File: src/rtl/csvp_pkg.sv
// ----------------------------------------------------------------------------
// csvp_pkg
// shared types and constants of the csv quoted field parser
// ----------------------------------------------------------------------------
package csvp_pkg;

  localparam int MAX_FIELDS = 64;
  localparam int FNUM_W     = 6;
  localparam int EXPF_W     = 7;
  localparam int CFG_ADDR_W = 1;
  localparam int CFG_DATA_W = 7;

  localparam logic [FNUM_W-1:0] FIELD_LAST = FNUM_W'(MAX_FIELDS - 1);

  localparam logic [EXPF_W-1:0] EXPECTED_FIELDS_RST = 7'd35;

  localparam logic [CFG_ADDR_W-1:0] REG_EXPECTED_FIELDS = 1'd0;
  localparam logic [CFG_ADDR_W-1:0] REG_SKIP_HEADER     = 1'd1;

  localparam logic [7:0] CH_QUOTE = 8'h22;
  localparam logic [7:0] CH_COMMA = 8'h2c;
  localparam logic [7:0] CH_CR    = 8'h0d;
  localparam logic [7:0] CH_LF    = 8'h0a;

  typedef enum logic [1:0] {
    ERR_OK      = 2'd0,
    ERR_COUNT   = 2'd1,
    ERR_STRAY   = 2'd2,
    ERR_UNTERM  = 2'd3
  } err_t;

  typedef struct packed {
    logic [7:0] char_in;
    logic       last_in;
  } in_beat_t;

  typedef struct packed {
    logic [7:0]        char_out;
    logic              data_valid;
    logic [FNUM_W-1:0] field_number;
    logic              field_done;
    logic              record_done;
    err_t              error_code;
  } result_t;

endpackage

File: src/rtl/csvp_in_reg.sv
// ----------------------------------------------------------------------------
// csvp_in_reg
// input beat register in front of the parser step
// ----------------------------------------------------------------------------
module csvp_in_reg
  import csvp_pkg::*;
(
  input  logic     clk,
  input  logic     rst,
  input  logic     in_valid,
  output logic     in_ready,
  input  in_beat_t in_beat,
  input  logic     advance,
  output logic     held_valid,
  output in_beat_t held_beat
);

  assign in_ready = !held_valid || advance;

  always_ff @(posedge clk) begin
    if (rst) begin
      held_valid <= 1'b0;
    end else if (in_ready) begin
      held_valid <= in_valid;
    end
  end

  always_ff @(posedge clk) begin
    if (in_valid && in_ready) begin
      held_beat <= in_beat;
    end
  end

endmodule

File: src/rtl/csvp_core.sv
// ----------------------------------------------------------------------------
// csvp_core
// parser state and the per-byte step that forms one result
// ----------------------------------------------------------------------------
module csvp_core
  import csvp_pkg::*;
(
  input  logic              clk,
  input  logic              rst,
  input  logic              advance,
  input  in_beat_t          beat,
  input  logic [EXPF_W-1:0] expected_fields,
  input  logic              skip_header,
  output result_t           res,
  output logic              res_has
);

  logic              inside_quotes;
  logic              quote_pending;
  logic              at_field_start;
  logic [FNUM_W-1:0] field_counter;
  logic              header_passed;
  logic              line_empty;

  logic              inside_quotes_next;
  logic              quote_pending_next;
  logic              at_field_start_next;
  logic [FNUM_W-1:0] field_counter_next;
  logic              header_passed_next;
  logic              line_empty_next;

  always_comb begin
    logic [7:0] c;
    logic       do_unq;
    logic       close_req;
    c         = beat.char_in;
    do_unq    = 1'b0;
    close_req = 1'b0;

    inside_quotes_next  = inside_quotes;
    quote_pending_next  = quote_pending;
    at_field_start_next = at_field_start;
    field_counter_next  = field_counter;
    header_passed_next  = header_passed;
    line_empty_next     = line_empty;
    res                 = '0;
    res.error_code      = ERR_OK;
    res_has             = 1'b0;

    if (skip_header && !header_passed) begin
      if (c == CH_LF) begin
        header_passed_next = 1'b1;
      end
    end else begin
      if (quote_pending) begin
        quote_pending_next = 1'b0;
        if (c == CH_QUOTE) begin
          res.char_out     = c;
          res.data_valid   = 1'b1;
          res.field_number = field_counter;
          res_has          = 1'b1;
          line_empty_next  = 1'b0;
        end else begin
          inside_quotes_next = 1'b0;
          do_unq             = 1'b1;
        end
      end else if (inside_quotes) begin
        if (c == CH_QUOTE) begin
          quote_pending_next = 1'b1;
        end else begin
          res.char_out     = c;
          res.data_valid   = 1'b1;
          res.field_number = field_counter;
          res_has          = 1'b1;
          line_empty_next  = 1'b0;
        end
      end else begin
        do_unq = 1'b1;
      end

      if (do_unq) begin
        if (c == CH_QUOTE) begin
          line_empty_next = 1'b0;
          if (at_field_start) begin
            inside_quotes_next  = 1'b1;
            at_field_start_next = 1'b0;
          end else begin
            res_has          = 1'b1;
            res.field_number = field_counter;
            res.error_code   = ERR_STRAY;
          end
        end else if (c == CH_COMMA) begin
          res_has             = 1'b1;
          res.field_done      = 1'b1;
          res.field_number    = field_counter;
          at_field_start_next = 1'b1;
          line_empty_next     = 1'b0;
          if (field_counter == FIELD_LAST) begin
            res.error_code = ERR_COUNT;
          end else begin
            field_counter_next = field_counter + 1'b1;
          end
        end else if (c == CH_LF) begin
          close_req = !line_empty;
        end else if (c != CH_CR) begin
          res.char_out        = c;
          res.data_valid      = 1'b1;
          res.field_number    = field_counter;
          res_has             = 1'b1;
          line_empty_next     = 1'b0;
          at_field_start_next = 1'b0;
        end
      end

      // byte after a closing quote that does not end the field
      if (quote_pending && c != CH_QUOTE && c != CH_COMMA && c != CH_LF && c != CH_CR) begin
        if (ERR_STRAY > res.error_code) begin
          res.error_code = ERR_STRAY;
        end
      end

      if (beat.last_in) begin
        if (inside_quotes_next && !quote_pending_next) begin
          res.error_code = ERR_UNTERM;
          close_req      = 1'b1;
        end else if (!line_empty_next) begin
          close_req = 1'b1;
        end
      end

      if (close_req) begin
        res_has          = 1'b1;
        res.field_done   = 1'b1;
        res.record_done  = 1'b1;
        res.field_number = field_counter_next;
        if (({1'b0, field_counter_next} + 7'd1) != expected_fields) begin
          if (ERR_COUNT > res.error_code) begin
            res.error_code = ERR_COUNT;
          end
        end
        field_counter_next  = '0;
        at_field_start_next = 1'b1;
        line_empty_next     = 1'b1;
      end
    end

    if (beat.last_in) begin
      inside_quotes_next  = 1'b0;
      quote_pending_next  = 1'b0;
      at_field_start_next = 1'b1;
      field_counter_next  = '0;
      header_passed_next  = 1'b0;
      line_empty_next     = 1'b1;
    end
  end

  always_ff @(posedge clk) begin
    if (rst) begin
      inside_quotes  <= 1'b0;
      quote_pending  <= 1'b0;
      at_field_start <= 1'b1;
      field_counter  <= '0;
      header_passed  <= 1'b0;
      line_empty     <= 1'b1;
    end else if (advance) begin
      inside_quotes  <= inside_quotes_next;
      quote_pending  <= quote_pending_next;
      at_field_start <= at_field_start_next;
      field_counter  <= field_counter_next;
      header_passed  <= header_passed_next;
      line_empty     <= line_empty_next;
    end
  end

`ifndef SYNTHESIS
  a_pending_in_quotes: assert property (@(posedge clk) disable iff (rst)
    quote_pending |-> inside_quotes)
    else $error("closing quote pending outside a quoted field");

  a_last_clears_state: assert property (@(posedge clk) disable iff (rst)
    advance && beat.last_in |=> !inside_quotes && !quote_pending && at_field_start &&
                                field_counter == '0 && !header_passed && line_empty)
    else $error("state not back to start after final byte");

  a_record_closes_field: assert property (@(posedge clk) disable iff (rst)
    advance && res_has && res.record_done |-> res.field_done)
    else $error("record closed without closing its field");

  a_unterm_only_at_end: assert property (@(posedge clk) disable iff (rst)
    advance && res_has && res.error_code == ERR_UNTERM |-> beat.last_in && res.record_done)
    else $error("open quote reported before end of input");
`endif

endmodule

File: src/rtl/csvp_out_reg.sv
// ----------------------------------------------------------------------------
// csvp_out_reg
// result register toward the output stream
// ----------------------------------------------------------------------------
module csvp_out_reg
  import csvp_pkg::*;
(
  input  logic    clk,
  input  logic    rst,
  input  logic    load,
  input  result_t load_res,
  input  logic    out_ready,
  output logic    out_valid,
  output logic    out_space,
  output result_t out_res
);

  assign out_space = !out_valid || out_ready;

  always_ff @(posedge clk) begin
    if (rst) begin
      out_valid <= 1'b0;
    end else if (load) begin
      out_valid <= 1'b1;
    end else if (out_ready) begin
      out_valid <= 1'b0;
    end
  end

  always_ff @(posedge clk) begin
    if (load) begin
      out_res <= load_res;
    end
  end

endmodule

File: src/rtl/csv_quoted_field_parser.sv
// ----------------------------------------------------------------------------
// csv_quoted_field_parser
// streaming csv parser with quoted field handling, one byte per beat
// ----------------------------------------------------------------------------
// Takes one byte of csv text per cycle unless the output stalls, and gives at
// most one result per byte, registered first in the input register and then in
// the result register; throughput is set by the single parser step between them.
// Quotes are stripped, a doubled quote becomes one quote, cr outside quotes and
// empty lines are dropped, and the header line is dropped when skip_header is
// set. The final byte (tlast) closes the open record and returns the parser to its
// start state. Registers: 0 expected_fields (reset 35), 1 skip_header (reset 1);
// write only while the stream is idle.
module csv_quoted_field_parser
  import csvp_pkg::*;
(
  input  logic                  clk,
  input  logic                  rst,
  input  logic                  s_tvalid,
  output logic                  s_tready,
  input  logic [7:0]            s_tdata,   // char_in
  input  logic                  s_tlast,   // last_in
  output logic                  m_tvalid,
  input  logic                  m_tready,
  output logic [15:0]           m_tdata,   // char_out, field_number, field_done, pad
  output logic                  m_tlast,   // record_done
  output logic [2:0]            m_tuser,   // data_valid, error_code
  input  logic                  cfg_we,
  input  logic [CFG_ADDR_W-1:0] cfg_addr,
  input  logic [CFG_DATA_W-1:0] cfg_wdata
);

  logic [EXPF_W-1:0] expected_fields;
  logic              skip_header;

  in_beat_t in_beat;
  in_beat_t held_beat;
  logic     held_valid;
  logic     advance;
  logic     out_space;
  result_t  step_res;
  logic     step_has;
  result_t  out_res;

  always_ff @(posedge clk) begin
    if (rst) begin
      expected_fields <= EXPECTED_FIELDS_RST;
      skip_header     <= 1'b1;
    end else if (cfg_we) begin
      case (cfg_addr)
        REG_EXPECTED_FIELDS: expected_fields <= cfg_wdata[EXPF_W-1:0];
        REG_SKIP_HEADER:     skip_header     <= cfg_wdata[0];
        default: ;
      endcase
    end
  end

  assign in_beat.char_in = s_tdata;
  assign in_beat.last_in = s_tlast;
  assign advance         = held_valid && out_space;

  csvp_in_reg u_in_reg (
    .clk        (clk),
    .rst        (rst),
    .in_valid   (s_tvalid),
    .in_ready   (s_tready),
    .in_beat    (in_beat),
    .advance    (advance),
    .held_valid (held_valid),
    .held_beat  (held_beat)
  );

  csvp_core u_core (
    .clk             (clk),
    .rst             (rst),
    .advance         (advance),
    .beat            (held_beat),
    .expected_fields (expected_fields),
    .skip_header     (skip_header),
    .res             (step_res),
    .res_has         (step_has)
  );

  csvp_out_reg u_out_reg (
    .clk       (clk),
    .rst       (rst),
    .load      (advance && step_has),
    .load_res  (step_res),
    .out_ready (m_tready),
    .out_valid (m_tvalid),
    .out_space (out_space),
    .out_res   (out_res)
  );

  assign m_tdata = {1'b0, out_res.field_done, out_res.field_number, out_res.char_out};
  assign m_tlast = out_res.record_done;
  assign m_tuser = {out_res.error_code, out_res.data_valid};

endmodule
File: config.mk
export PLATFORM = sky130hd
export DESIGN_NAME = csv_quoted_field_parser
export DESIGN_NICKNAME = d
export VERILOG_FILES = /design/src/rtl/csvp_pkg.sv /design/src/rtl/csvp_in_reg.sv /design/src/rtl/csvp_core.sv /design/src/rtl/csvp_out_reg.sv /design/src/rtl/csv_quoted_field_parser.sv
export SDC_FILE = /design/constraint.sdc
export NUM_CORES = 1
export LEC_CHECK = 0
export BUFFER_PORTS_ARGS = -buffer_cell sky130_fd_sc_hd__buf_2
export CAP_MARGIN = 0
export CORE_MARGIN = 1
export CORE_UTILIZATION = 55
export CTS_CLUSTER_DIAMETER = 40
export DETAILED_ROUTE_END_ITERATION = 16
export PLACE_DENSITY_LB_ADDON = 0.1
export SETUP_SLACK_MARGIN = 0.1
export SLEW_MARGIN = 20
export SYNTH_ARGS = -nofsm -noshare
export SYNTH_HDL_FRONTEND = slang
export SYNTH_HIERARCHICAL = 1
export SYNTH_SLANG_ARGS = --single-unit
File: constraint.sdc
create_clock -name clk -period 5 [get_ports clk]
set_input_delay 0.75 -clock clk [delete_from_list [all_inputs] [get_ports clk]]
set_output_delay 0.75 -clock clk [all_outputs]
set_load 0.03 [all_outputs]
==> results.ini, run 1 <==
[floorplanning]
die_h_um = 72.7
dieArea_um2 = 5290
fp.coreArea_um2 = 4750
io_pins = 44
die_w_um = 72.7
core.rowCount = 25
start_util_pct = 57.8

[route]
drc = 0
vias_per_cell = 5.72
dr_total_vias = 2226
dr.first_iter.drc_count = 214
dr.pass1.iters = 4
wire_per_inst_um = 14.2
drtAntennaViolNets = 0
wl_mm = 5.51

[timing]
whs_ns = 0.490
tns_ns = 0
period_needed_ns = 3.28
rsz0062_at_grt = no
slew_viol_final = 0
skew_ns = 0.00745
slew-limit-headroom_pct = 37.9
final-setup-viol-count = 0
fin_crit_sh_pct = 65.5
tightest_slew_ns = 0.931
hold_violations = 0
clock.fmax_mhz = 305

[power_and_ir_drop]
leakagePower_nw = 1.14
powerDensity_nw_per_um2 = 242
ir_drop_mv = 0.159

[worst_setup_path]
worst_path_most_repeated_cell = ha_1
crit_path_start_kind = flop
worstPathArrival_ns = 3.33
cp-end-kind = flop
path_buf_inv = 1
slowest_stage = dfxtp_1
crit_fanout = 9
criticalPathCategory = flop to flop
required_ns = 5.05
path_delay_family = simple AND/OR/NAND/NOR gates
critPathMaxStageDelay_ns = 0.54
crit_path_cell_trace = ha_1, nand3_1, nor2_1, nor2_4, mux2i_1, inv_1, ha_1, xor2_1, or4_1, a21oi_1, a31oi_1

[placed_design]
place_congestion = 0.933
dp.final_hpwl_mm = 4.07
numPortBuffers = 42

[cts]
numClockSinks = 49
cts_resized = 0
holdBufCountCts = 0
cts_tree = yes
clockBufferDepth = 2
cts_buffers = 5
clkLatencyLatePin_ns = 0.30
cts.clk_slew.worst_paths_ns = 0.09
cts_setup_buffers = 0
clock-root-buffer = clkbuf_8
htreeDepth = 2

[synth]
avgSynthCellArea_um2 = 9.55
ys_seq_elements = 49
synth_top_cell_by_area = edfxtp_1
synth_edf_count = 28
ys_seq_area_share_pct = 45.9
netlist_area_um2 = 2750
ys.warnings.count = 6
async_flop_share_pct = 0
syn_inst = 288
syn_nets = 312
ys.flop_type = edfxtp_1
ys_top_cells_by_area = edfxtp_1 31%, dfxtp_1 15%, nor2_1 4.6%, a21oi_1 4.4%, nand2_1 2.3%
netlist.area_leader.share_pct = 30.6
ys_types = 63

[grt]
met1_usage_pct = 32.1
grt_first_pass_wirelength_mm = 9.15
grt_pass1_vias = 1953
track_usage_pct = 22.4
grt_max_degree = 29
use_met3_pct = 5.39
use_met2_pct = 33.7
gr-total-overflow = 0
antenna_found_initial = 0
top_usage_layer = met2

[final_layout]
drive_gt1_share_pct = 22.0
nNetsFinal = 345
syn_to_final_growth_pct = 10.8
fillers = 427
n_antenna_cell = 0

[outcome]
status = completed

[job]
maxCapViolCount = 0

[hold_path]
hold_path_class = flop to flop

-- per-layer routing --
layer,vias to the layer above,part of all wire [%],wire length (µm)
met5,-,0,0
met4,0,1.1,61
met3,7,6.9,381
met2,95,43,2350
met1,1003,49,2710
li1,1121,-,-
-- worst register-to-register path, stage by stage (launching register included) --
cell	delay [ns]
dfxtp_1	0.54
ha_1	0.31
nand3_1	0.28
nor2_1	0.33
nor2_4	0.11
mux2i_1	0.18
inv_1	0.10
ha_1	0.30
xor2_1	0.16
or4_1	0.51
a21oi_1	0.13
a31oi_1	0.09
-- flip-flops by register name, summed over array words and instances (netlist names) --
| name | count |
|---|---|
| u_in_reg/held_valid | 1 |
| u_core/at_field_start | 1 |
| u_core/quote_pending | 1 |
| u_core/inside_quotes | 1 |
| u_core/line_empty | 1 |
| u_out_reg/out_valid | 1 |
| skip_header | 1 |
| u_in_reg/held_beat | 9 |
| u_core/header_passed | 1 |
| u_out_reg/out_res | 19 |
| u_core/field_counter | 6 |
| expected_fields | 7 |
-- final timing paths --
check | start | to | slack, ns | cells after the start
setup / recovery | u_core/field_counter[0]$_SDFFE_PP0P_ | u_out_reg/out_res[0]$_DFFE_PP_ | 1.72 | 11
hold / removal | expected_fields[4]$_SDFFE_PP0P_ | expected_fields[4]$_SDFFE_PP0P_ | 0.49 | 2
setup reg to reg | u_core/field_counter[0]$_SDFFE_PP0P_ | u_out_reg/out_res[0]$_DFFE_PP_ | 1.72 | 11
hold reg to reg | expected_fields[4]$_SDFFE_PP0P_ | expected_fields[4]$_SDFFE_PP0P_ | 0.49 | 2
-- cell usage in the layout, fill, tap and decap left out, types with 3 or more instances in the layout --
cell type  netlist  routed
dfxtp_1         21      21
a21oi_1         24      24
clkbuf_8         0       5
a211oi_1         4       4
xor2_1           4       4
xnor2_1          5       5
and3_1           6       6
a31oi_1          5       5
nand2b_1         8       8
nor3b_1          3       3
nand2_1         17      17
mux2i_1          5       5
and2_1           5       5
buf_2            4      42
nor3_1           6       6
a22oi_1          8       8
nor2_1          34      34
nand3_1          8       8
edfxtp_1        28      28
nand4bb_1        4       4
o21ai_0         11      11
or3_1            3       3
o21ai_1          6       6
inv_1            9       9
nor2b_1          4       4
-- cell type report --
cell class              count  area (µm²)  area share, %
flip-flops and latches     49        1260           41.4
inverters                   9        33.8           1.11
clock inverters             3        17.5          0.575
multi-input cells         214        1370           45.0
clock buffers               5        68.8           2.26
repair buffers             42         210           6.90
well taps                  67        83.8           2.75
-- stage by stage --
step / setup WS, ns / std cells / total power (W) / util, % / cell area (µm²)
3_3_place_gp: 1.87 / 381 / 0.000521 / 62.3 / 2960
4_1_cts: 1.77 / 389 / 0.000745 / 64.1 / 3050
2_1_floorplan: 2.21 / 288 / 0.000502 / - / 2750
5_1_grt: 1.56 / 389 / 0.000768 / 64.1 / 3050
3_5_place_dp: 1.78 / 381 / 0.000523 / 62.3 / 2960
6_report: 1.72 / 389 / 0.000736 / 64.1 / 3050
-- cell usage after synthesis, types with 2 or more instances --
cell,number
a211oi_1,4
a21oi_1,24
a21oi_2,2
a22oi_1,8
a31oi_1,5
a32o_1,2
and2_1,5
and3_1,6
buf_2,4
buf_6,2
clkbuf_1,9
dfxtp_1,21
edfxtp_1,28
ha_1,2
inv_1,9
mux2i_1,5
nand2_1,17
nand2b_1,8
nand2b_4,2
nand3_1,8
nand3b_1,2
nand4_1,2
nand4bb_1,4
nor2_1,34
nor2b_1,4
nor3_1,6
nor3b_1,3
o21ai_0,11
o21ai_1,6
o32ai_1,2
or2_2,2
or3_1,3
xnor2_1,5
xor2_1,4
-- report_power, final --
part	leakage [nW]	internal, W	switching (W)
sequential	0.451	0.000436	0.0000102
combinational	0.645	0.0000274	0.0000401
clock	0.0455	0.0000967	0.000126
-- cell families (layout without fill, tap and decap cells) --
logic type | count (synthesis) | after routing | synth area share (%)
DFF | 49 | 49 | 45.9
and+or+nand+nor | 117 | 117 | 24.2
AOI/OAI and AO/OA | 78 | 78 | 19.0
muxes | 6 | 6 | 2.23
other | 1 | 1 | 0.136
adders and majority gates | 2 | 2 | 0.910
xor gates and xnor gates | 10 | 10 | 3.46
buffers and inverters | 25 | 59 | 4.28
Note: power is estimated with default switching activity, not from simulation.
==> run 2: changes to the inputs <==
--- a/config.mk
+++ b/config.mk
@@ -8,7 +8,7 @@
 export BUFFER_PORTS_ARGS = -buffer_cell sky130_fd_sc_hd__buf_2
 export CAP_MARGIN = 0
 export CORE_MARGIN = 1
-export CORE_UTILIZATION = 55
+export CORE_UTILIZATION = 51
 export CTS_CLUSTER_DIAMETER = 40
 export DETAILED_ROUTE_END_ITERATION = 16
 export PLACE_DENSITY_LB_ADDON = 0.1
==> constraint.sdc (replaced) <==
create_clock -name clk -period 2.85 [get_ports clk]
set_input_delay 0.4275 -clock clk [delete_from_list [all_inputs] [get_ports clk]]
set_output_delay 0.4275 -clock clk [all_outputs]
set_load 0.03 [all_outputs]
==> results.ini, run 2 (synthesized netlist as in run 1, its figures left out) <==
[outcome]
status = completed

[placed_design]
place_congestion = 0.882
dp.final_hpwl_mm = 4.30
place_area_um2 = 3130
numPortBuffers = 42

[worst_setup_path]
worstPathArrival_ns = 2.81
criticalPathCategory = flop to flop
crit_path_start_kind = flop
r2r_slack_ns = 0.09
cp-end-kind = flop
required_ns = 2.90
crit_fanout = 4

[route]
wire_per_inst_um = 13.8
vias_per_cell = 5.39
dr.pass1.iters = 4
dr.first_iter.drc_count = 191
wl_mm = 5.76
dr_total_vias = 2247
drtAntennaViolNets = 0
drc = 0

[floorplanning]
io_pins = 44
dieArea_um2 = 5690
core.rowCount = 26
start_util_pct = 53.5
die_w_um = 75.4
fp.coreArea_um2 = 5140
die_h_um = 75.4

[final_layout]
final_common_cell = buf_2
drive_gt1_share_pct = 29.7
n_antenna_cell = 0
nNetsFinal = 370
final_area_um2 = 3340
final_cell_mix = 42 x buf_2, 33 x nor2_1, 28 x edfxtp_1
utilization_pct = 65.0
largest_reg_flops = 19
reg_top3 = u_out_reg/out_res: 19 flops, u_in_reg/held_beat: 9 flops, expected_fields: 7 flops
largest-register = u_out_reg/out_res
syn_to_final_growth_pct = 21.5

[cts]
clock-root-buffer = clkbuf_8
numClockSinks = 49
clkLatencyLatePin_ns = 0.30
cts.clk_slew.worst_paths_ns = 0.09
htreeDepth = 2
cts_tree = yes
clockBufferDepth = 2
cts_buffers = 5

[timing]
skew_ns = 0.00594
fin_crit_sh_pct = 96.7
tightest_slew_ns = 0.747
hold_violations = 0
period_needed_ns = 2.76
rsz0062_at_grt = yes
whs_ns = 0.291
slew_viol_final = 0
final-setup-viol-count = 0
slew-limit-headroom_pct = 49.8
clock.fmax_mhz = 363

[job]
maxCapViolCount = 0

[grt]
grt_pass1_vias = 2028
gr-total-overflow = 0
antenna_found_initial = 0
track_usage_pct = 22.6
grt_first_pass_wirelength_mm = 9.61
grt_max_degree = 29

[power_and_ir_drop]
powerDensity_nw_per_um2 = 450
leakagePower_nw = 1.29
ir_drop_mv = 0.360

[hold_path]
hold_path_class = primary input to flop

## run 2: metal layers
metal  GRT usage, %  wire [µm]  up-vias
met5              0          0        -
met4           5.76         96        0
met3           4.10        288       13
met2           34.9       2490       73
met1           32.7       2880      997
li1               -          -     1164
## run 2: path summary, 6_finish.rpt
path | end | from | cells past startpoint
worst max-delay path | u_out_reg/out_res[0]$_DFFE_PP_ | u_in_reg/held_beat[5]$_DFFE_PP_ | 10
worst max register to register | u_out_reg/out_res[0]$_DFFE_PP_ | u_in_reg/held_beat[5]$_DFFE_PP_ | 10
worst min-delay path | u_in_reg/held_beat[3]$_DFFE_PP_ | s_tdata[2] | 1
worst min register to register | expected_fields[4]$_SDFFE_PP0P_ | expected_fields[4]$_SDFFE_PP0P_ | 2
## run 2: area by class of cell
type	instances	area, µm²
Timing Repair Buffer	67	410
Fill cell	462	1800
Inverter	9	33.8
Sequential cell	49	1260
Clock inverter	3	68.8
Clock buffer	5	68.8
Multi-Input combinational cell	214	1410
Tap cell	70	87.6
## run 2: where the power goes
| group | internal [W] | switching, W |
|---|---|---|
| sequential | 0.000765 | 0.0000171 |
| clock | 0.000353 | 0.000239 |
| combinational | 0.0000560 | 0.0000739 |
| total | 0.00117 | 0.000330 |
## run 2: stage by stage
| step | total power, W | instances | setup TNS [ns] | setup WS [ns] |
|---|---|---|---|---|
| 2_1_floorplan | 0.000881 | 288 | 0 | 0.0572 |
| 3_3_place_gp | 0.000921 | 404 | 0 | 0.122 |
| 3_5_place_dp | 0.000924 | 404 | 0 | 0.0723 |
| 4_1_cts | 0.00151 | 414 | 0 | 0.109 |
| 5_1_grt | 0.00156 | 417 | -0.0454 | -0.0454 |
| 6_report | 0.00150 | 417 | 0 | 0.0927 |
## run 2: what timing repair did
item / 4_1_cts / 5_1_grt
hold buffers: 0 / 0
resized for setup: 0 / 6
setup buffers: 2 / 3
gates cloned: 0 / 0
endpoints found under the setup margin: 1 / 21
pin swaps: 2 / 7
## run 2: critical path, stage by stage, from the launching register on
cell and delay, ns:
edfxtp_1 0.45, nor3_4 0.24, buf_4 0.14, and4_2 0.25, o21ai_4 0.10, xnor2_4 0.21
ha_4 0.23, xor2_1 0.15, or4_1 0.54, a21oi_2 0.12, a31oi_1 0.09
